**src/ifpm_pkg.sv**
```systemverilog
// ----------------------------------------------------------------------------
// ifpm_pkg: shared types, constants and helpers for the pixel to floor map
// Fixed-point formats, calibration coefficient tables and the Q0.15 multiply.
// ----------------------------------------------------------------------------
package ifpm_pkg;

  // field and datapath widths
  localparam int unsigned PIX_W     = 15;  // Q0.15 pixel code
  localparam int unsigned OUT_W     = 20;  // Q3.16 result
  localparam int unsigned NUM_TERMS = 15;  // monomials up to degree four
  localparam int unsigned MONO_W    = 16;  // monomial incl. the 1.0 term
  localparam int unsigned COEF_W    = 24;  // signed Q4.20
  localparam int unsigned PROD_W    = 39;  // |m * c| < 2^38
  localparam int unsigned ACC_W     = 43;  // sum of 15 products
  localparam int unsigned FRAC_DROP = 19;  // Q.35 -> Q.16

  // 1.0 in Q0.15
  localparam logic [MONO_W-1:0] ONE_Q15 = MONO_W'(32768);

  // monomial slots
  localparam int unsigned M_ONE  = 0;
  localparam int unsigned M_U    = 1;
  localparam int unsigned M_V    = 2;
  localparam int unsigned M_U2   = 3;
  localparam int unsigned M_UV   = 4;
  localparam int unsigned M_V2   = 5;
  localparam int unsigned M_U3   = 6;
  localparam int unsigned M_U2V  = 7;
  localparam int unsigned M_UV2  = 8;
  localparam int unsigned M_V3   = 9;
  localparam int unsigned M_U4   = 10;
  localparam int unsigned M_U3V  = 11;
  localparam int unsigned M_U2V2 = 12;
  localparam int unsigned M_UV3  = 13;
  localparam int unsigned M_V4   = 14;

  typedef struct packed {
    logic [PIX_W-1:0] pixel_x;
    logic [PIX_W-1:0] pixel_y;
  } pix_t;

  typedef struct packed {
    logic signed [OUT_W-1:0] floor_x;
    logic signed [OUT_W-1:0] floor_y;
  } flr_t;

  typedef logic [NUM_TERMS-1:0][MONO_W-1:0] mono_vec_t;

  typedef logic signed [ACC_W-1:0] acc_t;

  typedef struct packed {
    acc_t acc_x;
    acc_t acc_y;
  } acc_pair_t;

  // calibration coefficients, Q4.20, in monomial order
  localparam logic signed [COEF_W-1:0] COEF_X [NUM_TERMS] = '{
    24'sd4562513, -24'sd5099498, -24'sd124075, 24'sd1147544, 24'sd509779,
    24'sd148737,  -24'sd702645,  24'sd319760,  -24'sd457400, 24'sd194276,
    -24'sd80497,  -24'sd76440,   -24'sd137682, -24'sd93795,  -24'sd58813
  };

  localparam logic signed [COEF_W-1:0] COEF_Y [NUM_TERMS] = '{
    -24'sd357493, 24'sd547994,   24'sd5148499, -24'sd409106, -24'sd546254,
    -24'sd1146194, 24'sd63086,   24'sd534892,  -24'sd324807, 24'sd581139,
    -24'sd30149,  24'sd53198,    24'sd186978,  24'sd105430,  24'sd116911
  };

  // Q0.15 product, round half up; result always fits in 15 bits
  function automatic logic [PIX_W-1:0] qmul(input logic [PIX_W-1:0] a,
                                            input logic [PIX_W-1:0] b);
    logic [2*PIX_W-1:0] p;
    p = (2*PIX_W)'(a) * (2*PIX_W)'(b) + (2*PIX_W)'(2**(PIX_W-1));
    return p[2*PIX_W-1:PIX_W];
  endfunction

endpackage

```
**src/ifpm_sat.sv**
```systemverilog
// ----------------------------------------------------------------------------
// ifpm_sat: rounding and saturation
// Rounds the Q.35 sums to Q3.16 (half toward plus infinity), clamps to the
// 20-bit range and holds the result in the output register.
// ----------------------------------------------------------------------------
module ifpm_sat import ifpm_pkg::*; (
  input  logic      clk_i,
  input  logic      rst_ni,
  input  logic      in_valid_i,
  output logic      in_stall_o,
  input  acc_pair_t acc_i,
  output logic      out_valid_o,
  input  logic      out_stall_i,
  output flr_t      flr_o
);

  localparam int unsigned QW = ACC_W - FRAC_DROP;
  localparam acc_t RND = ACC_W'(2**(FRAC_DROP-1));
  localparam logic signed [QW-1:0] Q_MAX = QW'(2**(OUT_W-1) - 1);
  localparam logic signed [QW-1:0] Q_MIN = ~Q_MAX;
  localparam logic signed [OUT_W-1:0] O_MAX = OUT_W'(2**(OUT_W-1) - 1);
  localparam logic signed [OUT_W-1:0] O_MIN = ~O_MAX;

  logic vld_q;
  logic rdy;
  flr_t flr_q, flr_d;

  function automatic logic signed [OUT_W-1:0] round_sat(input acc_t acc);
    acc_t t;
    logic signed [QW-1:0] q;
    t = acc + RND;
    q = t[ACC_W-1:FRAC_DROP];
    if (q > Q_MAX) begin
      return O_MAX;
    end else if (q < Q_MIN) begin
      return O_MIN;
    end else begin
      return q[OUT_W-1:0];
    end
  endfunction

  assign rdy = !vld_q || !out_stall_i;

  always_comb begin
    flr_d.floor_x = round_sat(acc_i.acc_x);
    flr_d.floor_y = round_sat(acc_i.acc_y);
  end

  always_ff @(posedge clk_i or negedge rst_ni) begin
    if (!rst_ni) begin
      vld_q <= 1'b0;
    end else if (rdy) begin
      vld_q <= in_valid_i;
    end
  end

  always_ff @(posedge clk_i) begin
    if (rdy) begin
      flr_q <= flr_d;
    end
  end

  assign in_stall_o  = !rdy;
  assign out_valid_o = vld_q;
  assign flr_o       = flr_q;

endmodule

```
**config.mk**
```make
export PLATFORM = sky130hd
export DESIGN_NAME = ifpm_sat
export DESIGN_NICKNAME = d
export VERILOG_FILES = /design/src/ifpm_pkg.sv /design/src/ifpm_sat.sv
export SDC_FILE = /design/constraint.sdc
export NUM_CORES = 1
export LEC_CHECK = 0
export ABC_AREA = 1
export BUFFER_PORTS_ARGS = -buffer_cell sky130_fd_sc_hd__buf_2
export CORE_UTILIZATION = 28
export DETAILED_ROUTE_END_ITERATION = 8
export PLACE_DENSITY_LB_ADDON = 0.3
export SLEW_MARGIN = 15
export SYNTH_ARGS = -nofsm -noshare
export SYNTH_HDL_FRONTEND = slang
export SYNTH_SLANG_ARGS = --single-unit
```
**constraint.sdc**
```tcl
create_clock -name clk_i -period 2.1 [get_ports clk_i]
set_input_delay 0.105 -clock clk_i [delete_from_list [all_inputs] [get_ports clk_i]]
set_output_delay 0.105 -clock clk_i [all_outputs]
set_load 0.01 [all_outputs]
```
* Yosys cells after proc, flatten, opt, wreduce, memory -nomap -nowiden *
Index checks and enable logic that the tools add are counted.
W data, S select, Z words.

word-level totals
  flip-flop bits (word level) = 41
  latch bits = 0
  memory bits (writable) = 0
  ROM bits = 0
  input bits = 90
  output and inout port bits = 42
  word-level logic and storage cells = 15
  memories kept = 0

operators by class
  add/subtract/negate cells = 2
  multipliers = 0
  divide/modulo/power cells = 0
  $lt $le $gt $ge = 4
  equality and inequality tests = 0
  shifts and indexed selects = 0
  mux-type cells = 2
  bitwise logic cells = 0
  reductions and logical operators = 4

operators by type and width
  operator                  number
  $add A43 B20 Y43 const B  2
  $gt A24 B20 Y1 const B    2
  $lt A24 B20 Y1 const B    2
  $mux W20                  2
  $logic_not A1 Y1          3
  $logic_or A1 B1 Y1        1

* Logic depth before layout (Yosys ltp) *
  word-level depth = 3
  gate-level depth with buffers = 14
  depth with buffers taken out = 13

* Worst setup path before layout *
OpenSTA, ideal clock, no wires.

  kind = reg-to-reg
  start = register vld_q (netlist: out_valid_o)
  end = register vld_q (netlist: out_valid_o)
  setup time = 0.127 ns
  arrival = 1.861 ns
  path slack = 0.111 ns
  cell stages (with the launch flop) = 4
  buffers on the path = 0
  period minus slack after synthesis = 1.989 ns
  cell sequence = dfrtp_1 nand2_1 inv_1 or2_2

between the ends
  longest elaborated chain between the ends = 2

RTL lines
  item                    line            text
  from (decl)             ifpm_sat.sv:24  logic vld_q;
  from (signal assigned)  ifpm_sat.sv:53  vld_q <= in_valid_i;
  $logic_not A1 Y1        ifpm_sat.sv:42  assign rdy = !vld_q || !out_stall_i;
  $logic_or A1 B1 Y1      ifpm_sat.sv:42

Every way passes these cells.
A chain may end at the register's enable or synchronous reset.

* Worst setup path after layout *
  start = input acc_i[62] (netlist name)
  end = register flr_q (netlist bit flr_o[27]) (data pin)

between the ends
  longest elaborated chain between the ends = 3
  elaborated cells between the ends (all ways) = 4
  those cells by class = 1 x add/sub; 2 x order compare; 1 x mux

RTL lines
  item                  line            text
  from (decl)           ifpm_sat.sv:11  input acc_pair_t acc_i,
  $add A43 B20 Y43 (*)  ifpm_sat.sv:31  t = acc + RND;
  $lt A24 B20 Y1        ifpm_sat.sv:35  end else if (q < Q_MIN) begin
  $mux W20              ifpm_sat.sv:35
  to (signal assigned)  ifpm_sat.sv:59  flr_q <= flr_d;
  to (decl)             ifpm_sat.sv:26  flr_t flr_q, flr_d;

Every way passes the cells marked *; elsewhere a longest branch is shown, timed or not.

==> results.py <==
metrics = {
    "synthesis": {
        "synth_edf_count": 40,
        "syn-cell-area_um2": 2970,
        "synth_cells": 379,
        "synthArstFlopShare": 0.0244,
        "avgSynthCellArea_um2": 7.82,
        "synth-seq-cells": 41,
        "syn_nets": 473,
        "synth_area_leaders": "edfxtp_1, nand2_1, xor2_1",
        "synth_top_area_share": 0.405,
        "ys_types": 26,
        "synth_top_area_cell": "edfxtp_1",
        "synth_flop_cell": "edfxtp_1",
        "yosysSeqAreaShare": 0.414,
        "ys.warnings.count": 0,
    },
    "sta": {
        "finalHoldViolCount": 0,
        "tns_ns": 0,
        "tightestPinTransition_ns": 0.379,
        "postLayoutSetupSlackWorst_ns": 0.565,
        "fin_crit_sh": 0.731,
        "rsz0062_at_grt": "no",
        "clock.fmax_mhz": 651,
        "setup_viol": 0,
        "slew_viol_final": 0,
        "finalCriticalPeriod_ns": 1.54,
        "skew_ns": 0.00925,
        "relSlewSlack": 0.746,
    },
    "clock_network": {
        "clk_latency_ns": 0.29,
        "cts_max_path_buffers": 2,
        "cts.sinks": 41,
        "cts_tree": "built",
        "root_buffer": "clkbuf_8",
        "clk_pin_slew_ns": 0.08,
        "cts_htree_levels": 2,
        "cts_buffers": 5,
    },
    "cells_and_area": {
        "final_common_cell": "nand2_1",
        "ff_latch_area_um2": 1230,
        "layout-drive-gt1-share": 0.291,
        "final_cells": 620,
        "multiInputGateArea_um2": 1560,
        "synthToLayoutAreaGrowth_pct": 25.2,
        "final_util": 0.361,
        "nFillCells": 1129,
        "num_antenna_cells": 0,
        "mostFrequentLayoutCells": "nand2_1, buf_2, nor2_1, edfxtp_1, inv_1",
        "final_nets": 577,
    },
    "critical_path": {
        "cp.arrival_ns": 1.56,
        "cp_max_fo": 19,
        "max_stage_delay_ns": 0.28,
        "crit_chain": "buf_2 -> ha_1 -> nand3_1 -> nor3_2 -> nand3b_1 -> nand2_2 -> inv_1 -> nand2_2 -> nand2_1",
        "reg2reg_slack_ns": 0.78,
        "path_common_cell": "nand2_2",
        "endpoint_kind": "flip-flop",
        "cp.required_ns": 2.12,
        "crit_path_start_kind": "primary input",
        "slowest_stage": "nand2_2",
        "crit_start": "acc_i[62]",
        "r2r_start": "out_valid_o$_DFFE_PN0N_",
        "worst-setup-path-type": "primary input to flip-flop",
    },
    "placement": {
        "dp.final_hpwl_um": 5730,
        "dp_slack_ns": 0.229,
        "io_buffers": 95,
        "place_inst": 610,
        "gp_congestion": 0.857,
    },
    "hold_path": {
        "worst_hold_path_type": "primary input to asynchronous set/reset pin",
    },
    "detailed_routing": {
        "wl_per_cell_um": 11.1,
        "ant_nets": 0,
        "drt-initial-drc-count": 90,
        "drt_pass1_iterations": 4,
        "routed_wl_um": 6870,
        "vias": 2660,
        "drc": 0,
        "avgViaCountPerCell": 4.29,
    },
    "power": {
        "power_mw": 2.04,
        "power_density_nw_per_um2": 549,
        "p_leak_nw": 1.69,
        "ir_drop_uv": 299,
    },
    "global_routing": {
        "overflow": 0,
        "antenna_found_initial": 0,
        "grt_pass1_wl_um": 11400,
        "grt_usage": 0.129,
        "grt_pass1_vias": 2515,
        "grt_max_degree": 20,
    },
    "floorplanning": {
        "ios": 132,
        "rows": 37,
        "core_area_um2": 10300,
        "die_h_um": 105,
        "die_area_um2": 11000,
        "initial_core_util": 0.289,
        "die_w_um": 105,
    },
    "status": {
        "status": "finished clean",
    },
    "flow_run": {
        "maxCapViolCount": 0,
    },
}
final timing paths:
check,end,depth (start not counted)
min in group clk_i,flr_o[39]$_SDFFCE_PN0N_,3
max reg2reg,flr_o[38]$_SDFFCE_PN1N_,2
min reg2reg,flr_o[17]$_SDFFCE_PN1N_,1
min,out_valid_o$_DFFE_PN0N_,2
max,flr_o[27]$_SDFFCE_PN1N_,9
max in group asynchronous,out_valid_o$_DFFE_PN0N_,2
routing by layer:
metal	track usage	part of all wire
met4	0.0412	0.016
met1	0.155	0.44
met2	0.232	0.49
met3	0.0237	0.056
met5	0	0
report_power, final:
group          internal [mW]  switching [mW]
sequential             0.980          0.0160
combinational          0.160           0.258
clock                  0.351           0.271
layout make-up:
class,instances,share of cell area
multi-input cells,301,0.420
clock inverters,2,0.00910
clock buffers,6,0.0195
well taps,136,0.0458
repair buffers,101,0.142
flip-flops and latches,41,0.330
inverters,33,0.0334
sequential cells by signal, indices dropped and copies added, names as in the netlist:
register     count
flr_o           40
out_valid_o      1
worst max-delay path: cells and delay by family:
kind                       cells  cell delay [ns]
adders and majority gates      1             0.18
and+or+nand+nor                6             1.09
buffers and inverters          2             0.18
timing repair:
action,4_1_cts,5_1_grt
endpoints found under the hold margin,2,0
buffers inserted,0,0
gates resized for setup,0,0
hold buffers,2,0
cell usage after synthesis, types with 3 or more instances:
library cell  number
inv_1             32
xor2_1            20
nand2_1          153
edfxtp_1          40
buf_8              3
ha_1               4
nand2_2           15
nor3_1             6
xnor2_1           15
nand4_1            7
nor2_2             7
nor2_4             5
nor2_1            41
nand3_1           17
nand2_4            3
kinds of logic (layout without fill, tap and decap cells):
group | count (synthesis) | count (layout) | synth area share
simple gates | 259 | 259 | 0.392
compound gates | 2 | 2 | 0.00464
buf+inv | 37 | 142 | 0.0608
xor+xnor | 36 | 36 | 0.113
flops | 41 | 41 | 0.414
fa+ha+maj | 4 | 4 | 0.0169
metrics by stage:
stage | instance area [um2] | hold slack (ns)
final | 3710 | 0.114
after global routing | 3710 | 0.122
after CTS | 3710 | 0.0865
after detailed placement | 3590 | -0.119
after global placement | 3590 | -0.120
after floorplan | 2970 | -0.191
No activity file was read; power rests on OpenSTA's default activity.
